<file path="src/design/rtp_seq_sorted_insert_unit_assert.svh">
// Assertion macros for the sorted sequence-number store.
// Expands to concurrent assertions in simulation and to nothing in synthesis.
`ifndef RTP_SEQ_SORTED_INSERT_UNIT_ASSERT_SVH
`define RTP_SEQ_SORTED_INSERT_UNIT_ASSERT_SVH
`ifndef SYNTHESIS
`define RTP_SSI_ASSERT_HOLDS(lbl, clk, rst_n, prop, msg) \
    lbl: assert property (@(posedge clk) disable iff (!rst_n) (prop)) else $error(msg);
`define RTP_SSI_ASSERT_NEXT(lbl, clk, rst_n, ante, cons, msg) \
    lbl: assert property (@(posedge clk) disable iff (!rst_n) (ante) |=> (cons)) \
        else $error(msg);
`define RTP_SSI_ASSERT_SAME(lbl, clk, rst_n, ante, cons, msg) \
    lbl: assert property (@(posedge clk) disable iff (!rst_n) (ante) |-> (cons)) \
        else $error(msg);
`else
`define RTP_SSI_ASSERT_HOLDS(lbl, clk, rst_n, prop, msg)
`define RTP_SSI_ASSERT_NEXT(lbl, clk, rst_n, ante, cons, msg)
`define RTP_SSI_ASSERT_SAME(lbl, clk, rst_n, ante, cons, msg)
`endif
`endif

</file>
<file path="src/design/rtp_ssi_pkg.sv">
// Shared constants, codes and types for the sorted sequence-number store.
// No dependencies; imported by every module of the block.
`default_nettype none
package rtp_ssi_pkg;

    localparam int STORE_DEPTH = 64;
    localparam int IDX_W       = $clog2(STORE_DEPTH);
    localparam int COUNT_W     = $clog2(STORE_DEPTH + 1);
    localparam int CMP_W       = (COUNT_W > 6) ? COUNT_W : 6;

    localparam logic       ACT_INSERT = 1'b0;
    localparam logic       ACT_READ   = 1'b1;

    localparam logic [1:0] ST_INSERTED  = 2'd0;
    localparam logic [1:0] ST_DUPLICATE = 2'd1;
    localparam logic [1:0] ST_FULL      = 2'd2;
    localparam logic [1:0] ST_READ      = 2'd3;

    typedef struct packed {
        logic equal;
        logic newer;
        logic older;
        logic half;
    } cmp_res_t;

    function automatic logic [6:0] to_pos7(input logic [COUNT_W-1:0] v);
        logic [COUNT_W+6:0] tmp;
        tmp = {7'b0, v};
        return tmp[6:0];
    endfunction

endpackage
`default_nettype wire

</file>
<file path="src/design/rtp_ssi_store.sv">
// Entry memory: one write port and one registered read port.
// Depends on rtp_ssi_pkg for depth and index width.
`default_nettype none
module rtp_ssi_store
    import rtp_ssi_pkg::*;
(
    input  wire logic             clk,
    input  wire logic             wr_en,
    input  wire logic [IDX_W-1:0] wr_addr,
    input  wire logic [15:0]      wr_data,
    input  wire logic [IDX_W-1:0] rd_addr,
    output logic      [15:0]      rd_data
);

    logic [15:0] mem [STORE_DEPTH];
    logic [15:0] rd_data_reg;

    always_ff @(posedge clk)
    begin
        if (wr_en)
        begin
            mem[wr_addr] <= wr_data;
        end
        rd_data_reg <= mem[rd_addr];
    end

    assign rd_data = rd_data_reg;

endmodule
`default_nettype wire

</file>
<file path="src/design/rtp_ssi_cmp.sv">
// Shared serial-order comparator: one 16-bit wrapping subtract.
// Depends on rtp_ssi_pkg for the result struct.
`default_nettype none
module rtp_ssi_cmp
    import rtp_ssi_pkg::*;
(
    input  wire logic [15:0] value,
    input  wire logic [15:0] entry,
    output cmp_res_t         res
);

    logic [15:0] diff;

    assign diff      = value - entry;
    assign res.equal = (diff == 16'h0000);
    assign res.half  = (diff == 16'h8000);
    assign res.newer = (diff != 16'h0000) && !diff[15];
    assign res.older = diff[15] && (diff != 16'h8000);

endmodule
`default_nettype wire

</file>
<file path="src/design/rtp_seq_sorted_insert_unit.sv">
// Top level: sequencer, entry memory and comparator of the sorted store.
// Depends on rtp_ssi_pkg, rtp_ssi_store, rtp_ssi_cmp and the assertion header.
//
// Keeps up to STORE_DEPTH 16-bit RTP sequence numbers in wrap-around serial order
// and takes one word at a time; item_stall is high from acceptance until the
// result is placed in the output register, which may still hold the previous
// result while the next word is worked on. Every step goes through the single
// memory read port and the single comparator. A read, a full or first insert and
// an append need no search. Any other insert runs a binary search of at most
// ceil(log2(n+1)) probes and then moves the entries from the found place up by
// one; a probe that lands exactly half the range away ends the search at that
// place, and a duplicate ends it with no write. A stalled output holds the new
// result back in S_PUBLISH. No clearing pass is needed.
`default_nettype none
`include "rtp_seq_sorted_insert_unit_assert.svh"
module rtp_seq_sorted_insert_unit
    import rtp_ssi_pkg::*;
(
    input  wire logic        clk,
    input  wire logic        rst_n,
    input  wire logic        item_valid,
    output logic             item_stall,
    input  wire logic        action,
    input  wire logic [15:0] seq_number,
    input  wire logic [5:0]  read_index,
    output logic             result_valid,
    input  wire logic        result_stall,
    output logic [1:0]       status,
    output logic [6:0]       position,
    output logic [6:0]       entry_count,
    output logic [15:0]      read_value
);

    localparam logic [2:0] S_IDLE       = 3'd0;
    localparam logic [2:0] S_READ_WAIT  = 3'd1;
    localparam logic [2:0] S_LAST_CHK   = 3'd2;
    localparam logic [2:0] S_SEARCH_RD  = 3'd3;
    localparam logic [2:0] S_SEARCH_CMP = 3'd4;
    localparam logic [2:0] S_SHIFT_RD   = 3'd5;
    localparam logic [2:0] S_SHIFT_WR   = 3'd6;
    localparam logic [2:0] S_PUBLISH    = 3'd7;

    logic [2:0]         state_reg, state_next;
    logic [COUNT_W-1:0] count_reg, count_next;
    logic [COUNT_W-1:0] low_reg, low_next;
    logic [COUNT_W-1:0] hix_reg, hix_next;
    logic [COUNT_W-1:0] mid_reg, mid_next;
    logic [COUNT_W-1:0] pos_reg, pos_next;
    logic [COUNT_W-1:0] sh_reg, sh_next;
    logic [15:0]        value_reg, value_next;
    logic [1:0]         res_status_reg, res_status_next;
    logic [6:0]         res_pos_reg, res_pos_next;
    logic [15:0]        res_rval_reg, res_rval_next;
    logic               result_valid_reg, result_valid_next;
    logic [1:0]         status_reg, status_next;
    logic [6:0]         position_reg, position_next;
    logic [6:0]         entry_count_reg, entry_count_next;
    logic [15:0]        read_value_reg, read_value_next;

    logic               accept;
    logic               out_free;
    logic [CMP_W-1:0]   ridx_ext;
    logic [CMP_W-1:0]   count_ext;
    logic [COUNT_W:0]   mid_sum;
    logic [COUNT_W-1:0] mid_calc;
    logic [COUNT_W-1:0] count_m1;
    logic [COUNT_W-1:0] sh_m1;

    logic               wr_en;
    logic [IDX_W-1:0]   wr_addr;
    logic [15:0]        wr_data;
    logic [IDX_W-1:0]   rd_addr;
    logic [15:0]        rd_data;
    cmp_res_t           cmp;

    rtp_ssi_store u_store (
        .clk     (clk),
        .wr_en   (wr_en),
        .wr_addr (wr_addr),
        .wr_data (wr_data),
        .rd_addr (rd_addr),
        .rd_data (rd_data)
    );

    rtp_ssi_cmp u_cmp (
        .value (value_reg),
        .entry (rd_data),
        .res   (cmp)
    );

    assign item_stall = (state_reg != S_IDLE);
    assign accept     = item_valid && !item_stall;
    assign out_free   = !result_valid_reg || !result_stall;
    assign ridx_ext   = CMP_W'(read_index);
    assign count_ext  = CMP_W'(count_reg);
    assign mid_sum    = {1'b0, low_reg} + {1'b0, hix_reg} - {{COUNT_W{1'b0}}, 1'b1};
    assign mid_calc   = mid_sum[COUNT_W:1];
    assign count_m1   = count_reg - {{(COUNT_W-1){1'b0}}, 1'b1};
    assign sh_m1      = sh_reg - {{(COUNT_W-1){1'b0}}, 1'b1};

    always_comb
    begin
        state_next        = state_reg;
        count_next        = count_reg;
        low_next          = low_reg;
        hix_next          = hix_reg;
        mid_next          = mid_reg;
        pos_next          = pos_reg;
        sh_next           = sh_reg;
        value_next        = value_reg;
        res_status_next   = res_status_reg;
        res_pos_next      = res_pos_reg;
        res_rval_next     = res_rval_reg;
        status_next       = status_reg;
        position_next     = position_reg;
        entry_count_next  = entry_count_reg;
        read_value_next   = read_value_reg;
        result_valid_next = result_valid_reg && result_stall;
        wr_en             = 1'b0;
        wr_addr           = '0;
        wr_data           = value_reg;
        rd_addr           = '0;

        unique case (state_reg)
            S_IDLE:
            begin
                if (accept)
                begin
                    value_next    = seq_number;
                    res_rval_next = 16'h0000;
                    res_pos_next  = 7'd0;
                    if (action == ACT_READ)
                    begin
                        res_status_next = ST_READ;
                        res_pos_next    = {1'b0, read_index};
                        rd_addr         = ridx_ext[IDX_W-1:0];
                        if (ridx_ext < count_ext)
                        begin
                            state_next = S_READ_WAIT;
                        end
                        else
                        begin
                            state_next = S_PUBLISH;
                        end
                    end
                    else if (count_reg >= COUNT_W'(STORE_DEPTH))
                    begin
                        res_status_next = ST_FULL;
                        state_next      = S_PUBLISH;
                    end
                    else if (count_reg == '0)
                    begin
                        wr_en           = 1'b1;
                        wr_addr         = '0;
                        wr_data         = seq_number;
                        count_next      = {{(COUNT_W-1){1'b0}}, 1'b1};
                        res_status_next = ST_INSERTED;
                        state_next      = S_PUBLISH;
                    end
                    else
                    begin
                        rd_addr    = count_m1[IDX_W-1:0];
                        state_next = S_LAST_CHK;
                    end
                end
            end
            S_READ_WAIT:
            begin
                res_rval_next = rd_data;
                state_next    = S_PUBLISH;
            end
            S_LAST_CHK:
            begin
                if (cmp.newer)
                begin
                    wr_en           = 1'b1;
                    wr_addr         = count_reg[IDX_W-1:0];
                    count_next      = count_reg + {{(COUNT_W-1){1'b0}}, 1'b1};
                    res_status_next = ST_INSERTED;
                    res_pos_next    = to_pos7(count_reg);
                    state_next      = S_PUBLISH;
                end
                else
                begin
                    low_next   = '0;
                    hix_next   = count_reg;
                    state_next = S_SEARCH_RD;
                end
            end
            S_SEARCH_RD:
            begin
                if (low_reg < hix_reg)
                begin
                    rd_addr    = mid_calc[IDX_W-1:0];
                    mid_next   = mid_calc;
                    state_next = S_SEARCH_CMP;
                end
                else
                begin
                    pos_next   = low_reg;
                    sh_next    = count_reg;
                    state_next = S_SHIFT_RD;
                end
            end
            S_SEARCH_CMP:
            begin
                priority if (cmp.equal)
                begin
                    res_status_next = ST_DUPLICATE;
                    res_pos_next    = to_pos7(mid_reg);
                    state_next      = S_PUBLISH;
                end
                else if (cmp.older)
                begin
                    hix_next   = mid_reg;
                    state_next = S_SEARCH_RD;
                end
                else if (cmp.newer)
                begin
                    low_next   = mid_reg + {{(COUNT_W-1){1'b0}}, 1'b1};
                    state_next = S_SEARCH_RD;
                end
                else
                begin
                    pos_next   = mid_reg;
                    sh_next    = count_reg;
                    state_next = S_SHIFT_RD;
                end
            end
            S_SHIFT_RD:
            begin
                if (sh_reg > pos_reg)
                begin
                    rd_addr    = sh_m1[IDX_W-1:0];
                    state_next = S_SHIFT_WR;
                end
                else
                begin
                    wr_en           = 1'b1;
                    wr_addr         = pos_reg[IDX_W-1:0];
                    count_next      = count_reg + {{(COUNT_W-1){1'b0}}, 1'b1};
                    res_status_next = ST_INSERTED;
                    res_pos_next    = to_pos7(pos_reg);
                    state_next      = S_PUBLISH;
                end
            end
            S_SHIFT_WR:
            begin
                wr_en      = 1'b1;
                wr_addr    = sh_reg[IDX_W-1:0];
                wr_data    = rd_data;
                sh_next    = sh_m1;
                state_next = S_SHIFT_RD;
            end
            S_PUBLISH:
            begin
                if (out_free)
                begin
                    result_valid_next = 1'b1;
                    status_next       = res_status_reg;
                    position_next     = res_pos_reg;
                    entry_count_next  = to_pos7(count_reg);
                    read_value_next   = res_rval_reg;
                    state_next        = S_IDLE;
                end
            end
            default:
            begin
                state_next = S_IDLE;
            end
        endcase
    end

    always_ff @(posedge clk or negedge rst_n)
    begin
        if (!rst_n)
        begin
            state_reg        <= S_IDLE;
            count_reg        <= '0;
            result_valid_reg <= 1'b0;
        end
        else
        begin
            state_reg        <= state_next;
            count_reg        <= count_next;
            result_valid_reg <= result_valid_next;
        end
    end

    always_ff @(posedge clk)
    begin
        low_reg         <= low_next;
        hix_reg         <= hix_next;
        mid_reg         <= mid_next;
        pos_reg         <= pos_next;
        sh_reg          <= sh_next;
        value_reg       <= value_next;
        res_status_reg  <= res_status_next;
        res_pos_reg     <= res_pos_next;
        res_rval_reg    <= res_rval_next;
        status_reg      <= status_next;
        position_reg    <= position_next;
        entry_count_reg <= entry_count_next;
        read_value_reg  <= read_value_next;
    end

    assign result_valid = result_valid_reg;
    assign status       = status_reg;
    assign position     = position_reg;
    assign entry_count  = entry_count_reg;
    assign read_value   = read_value_reg;

    `RTP_SSI_ASSERT_HOLDS(a_count_bound, clk, rst_n, count_reg <= COUNT_W'(STORE_DEPTH), "entry count beyond store depth")
    `RTP_SSI_ASSERT_SAME(a_publish_only, clk, rst_n, $rose(result_valid), $past(state_reg) == S_PUBLISH, "result raised outside publish")
    `RTP_SSI_ASSERT_NEXT(a_full_hold, clk, rst_n, accept && action == ACT_INSERT && count_reg == COUNT_W'(STORE_DEPTH), $stable(count_reg), "full store changed on insert")
    `RTP_SSI_ASSERT_SAME(a_shift_range, clk, rst_n, state_reg == S_SHIFT_WR, sh_reg > pos_reg && sh_reg < COUNT_W'(STORE_DEPTH), "shift pointer out of range")

endmodule
`default_nettype wire
</file>
<file path="config.mk">
export PLATFORM = sky130hd
export DESIGN_NAME = rtp_seq_sorted_insert_unit
export DESIGN_NICKNAME = d
export VERILOG_FILES = /design/src/design/rtp_ssi_pkg.sv /design/src/design/rtp_ssi_store.sv /design/src/design/rtp_ssi_cmp.sv /design/src/design/rtp_seq_sorted_insert_unit.sv
export VERILOG_INCLUDE_DIRS = /design/src /design/src/design
export SDC_FILE = /design/constraint.sdc
export NUM_CORES = 2
export LEC_CHECK = 0
export BUFFER_PORTS_ARGS = -buffer_cell sky130_fd_sc_hd__clkbuf_2
export CORE_ASPECT_RATIO = 2
export CORE_MARGIN = 2
export CORE_UTILIZATION = 63
export DETAILED_ROUTE_END_ITERATION = 16
export HOLD_SLACK_MARGIN = 0.05
export PLACE_DENSITY = 0.82
export SLEW_MARGIN = 20
export SYNTH_ARGS = -nofsm -noshare
export SYNTH_HDL_FRONTEND = slang
export SYNTH_SLANG_ARGS = --single-unit
export TNS_END_PERCENT = 20
</file>
<file path="constraint.sdc">
create_clock -name clk -period 5.8 [get_ports clk]
set_input_delay 1.16 -clock clk [delete_from_list [all_inputs] [get_ports clk]]
set_output_delay 1.16 -clock clk [all_outputs]
set_load 0.1 [all_outputs]
</file>
==> results_dict.tcl <==
set metrics [dict create \
    status "finished clean" \
    avgRoutedWirePerCell_um 29.7 \
    track_usage 0.353 \
    first_iter_violations 4931 \
    syn_area_um2 47800 \
    drive_gt1_frac 0.139 \
    die_x_um 199 \
    cts_buffers 96 \
    async_reset_ff_frac 0.00949 \
    num_rows 143 \
    grt_pass1_wl_um 199000 \
    slowest_delay_ns 0.89 \
    largest_register_ffs 1024 \
    synth_common_cells "1132 x edfxtp_1, 715 x nand2_1, 275 x nand3_1" \
    ir_worst_vdd_mv 0.508 \
    cp_slowest_cell "dfrtp_1" \
    slew_viol_final 0 \
    synth_top_cell_by_area "edfxtp_1" \
    regMostFlops "u_store.mem" \
    post-route-min-period_ns 5.51 \
    synth_cell_types 67 \
    dieArea_um2 78300 \
    start_util 0.634 \
    required_ns 6.35 \
    drv_cap 0 \
    fin_crit_sh 0.950 \
    portBuffers 60 \
    clockBufferDepth 3 \
    antenna_found_initial 3 \
    power_w 0.0309 \
    ys_seq_area_frac 0.723 \
    cts-root-buf "clkbuf_16" \
    max_slew_margin 0.191 \
    synth_top_area_frac 0.711 \
    p_per_area_nw_per_um2 578 \
    fin_skew_ns 0.0305 \
    fmax_mhz 182 \
    drcViolationCount 0 \
    antenna_left 0 \
    setup-tns-final_ns 0 \
    finalWirelength_um 137000 \
    setup_viol 0 \
    synth_edf_count 1132 \
    cts_tree "done" \
    cts.sinks 1159 \
    nets 3578 \
    ys.flop_type "edfxtp_1" \
    critical_path.most_common_cell "nand2_1" \
    cts-resized-gates 0 \
    antenna_cells 0 \
    grt_setup_unrepaired "no" \
    netlist_instances 3360 \
    endpoint_kind "flip-flop" \
    die_h_um 394 \
    synth_most_common_cell "edfxtp_1" \
    area_growth_pct 11.9 \
    start_kind "flip-flop" \
    hold_viol_final 0 \
    cts_setup_buffers 0 \
    synth_area_leaders "edfxtp_1 71%, nand2_1 5.6%, mux4_2 3.0%" \
    critPathMaxFanout 28 \
    critPathBufInv 2 \
    avgSynthCellArea_um2 14.2 \
    clk_pin_slew_ns 0.07 \
    path_delay_family "simple AND/OR/NAND/NOR gates" \
    critical_path_arrival_ns 6.06 \
    p_leak_nw 19.8 \
    globalplace.congestion 0.981 \
    vias 31400 \
    vias_per_cell 6.83 \
    clk_latency_ns 0.70 \
    yosys_warnings 0 \
    hold_path.class "in2async" \
    path_cells "or4b_2, clkinv_1, a41oi_1, o221ai_4, buf_4, nand2_1, nand3_1, and3_1, o41ai_1, nand2_1, or4_1" \
    first_pass_iters 7 \
    overflow 0 \
    io_pins 61 \
    syn_nets 3438 \
    core-area_um2 75500 \
    ys_seq_elements 1159 \
    hpwl_um 82000 \
    tightest_slew_ns 1.21 \
    critical_path_class "reg2reg" \
    grt_pass1_vias 30600 \
    grt_max_degree 74 \
    htree_num_levels 3 \
    ctsHoldBuffers 0 \
]
-- report_power, final --
part           leakage [nW]  internal (W)  switching [W]
Sequential             10.5        0.0109       0.000421
Combinational          7.73       0.00380        0.00901
Clock                  1.62       0.00377        0.00303
Total                  19.8        0.0185         0.0125
-- metrics by stage --
| step | setup slack (ns) | hold slack [ns] | utilization | area (um2) | std cells |
|---|---|---|---|---|---|
| after floorplan | 1.40 | 0.400 | - | 47800 | 3360 |
| after global placement | 0.223 | 0.403 | 0.665 | 50200 | 4417 |
| after detailed placement | 0.0978 | 0.405 | 0.665 | 50200 | 4417 |
| after CTS | 0.402 | 0.336 | 0.709 | 53500 | 4598 |
| after global routing | 0.206 | 0.373 | 0.709 | 53500 | 4598 |
| final | 0.291 | 0.350 | 0.709 | 53500 | 4598 |
-- final timing paths --
check                           slack, ns                    endpoint  cells after the start                           start
worst min register to register       0.41    read_value[14]$_DFFE_PP_                      0  res_rval_reg[14]$_SDFFCE_PN0P_
max in group asynchronous            5.21    count_ext[1]$_DFFE_PN0P_                      1                           rst_n
min in group clk                     0.41    read_value[14]$_DFFE_PP_                      0  res_rval_reg[14]$_SDFFCE_PN0P_
worst max register to register       0.29  u_store.rd_data[2]$_DFF_P_                     11        state_reg[1]$_DFFE_PN0P_
worst max-delay path                 0.29  u_store.rd_data[2]$_DFF_P_                     11        state_reg[1]$_DFFE_PN0P_
worst min-delay path                 0.35    state_reg[1]$_DFFE_PN0P_                      1                           rst_n
-- worst register-to-register path, stage by stage (launching register included) --
cell	delay [ns]
dfrtp_1	0.89
or4b_2	0.33
clkinv_1	0.24
a41oi_1	0.56
o221ai_4	0.57
buf_4	0.49
nand2_1	0.12
nand3_1	0.09
and3_1	0.29
o41ai_1	0.73
nand2_1	0.40
or4_1	0.66
-- kinds of logic after synthesis --
kind of cell | after synthesis | synth area share
fa+ha+maj | 51 | 0.0135
buf+inv | 263 | 0.0225
xor+xnor | 34 | 0.00622
flops | 1159 | 0.723
compound gates | 321 | 0.0514
mux | 202 | 0.0590
simple gates | 1330 | 0.124
-- area by class of cell --
cell class | count | area [um2]
clock inverters | 66 | 742
well taps | 1015 | 1270
fillers | 4554 | 22000
repair buffers | 238 | 1820
clock buffers | 115 | 2540
multi-input cells | 1938 | 12300
flip-flops and latches | 1159 | 34600
inverters | 67 | 251
-- placed cells by master (no fill, tap or decap), types with 9 or more instances in the layout --
master        n
xnor2_1      23
nand2_1     699
xor2_1       11
a21o_1       10
a22o_1       22
edfxtp_1   1132
nand2_2      15
dfrtp_1      11
o22ai_1      34
inv_1        64
clkbuf_16    98
nand2b_1     10
bufinv_16    14
and3_1      140
nand3_1     275
a221o_1      66
clkinv_2     27
or4_1        16
a21oi_1      37
dfxtp_1      16
a22oi_1      22
mux2i_1     137
nor2_1      108
a31oi_1       9
nor4_1       16
o41ai_1      33
clkinv_1     15
o21ai_0      35
clkbuf_2     60
buf_12       15
mux4_2       64
buf_4       163
clkbuf_1     15
ha_1         50
-- layer usage --
metal | vias up | wire length [um] | track usage
met3 | 582 | 16700 | 0.0755
met5 | - | 13 | 0
met4 | 2 | 11200 | 0.238
met2 | 2631 | 64800 | 0.550
li1 | 13000 | - | -
met1 | 15200 | 44000 | 0.448
(Power assumes the default switching activity.)
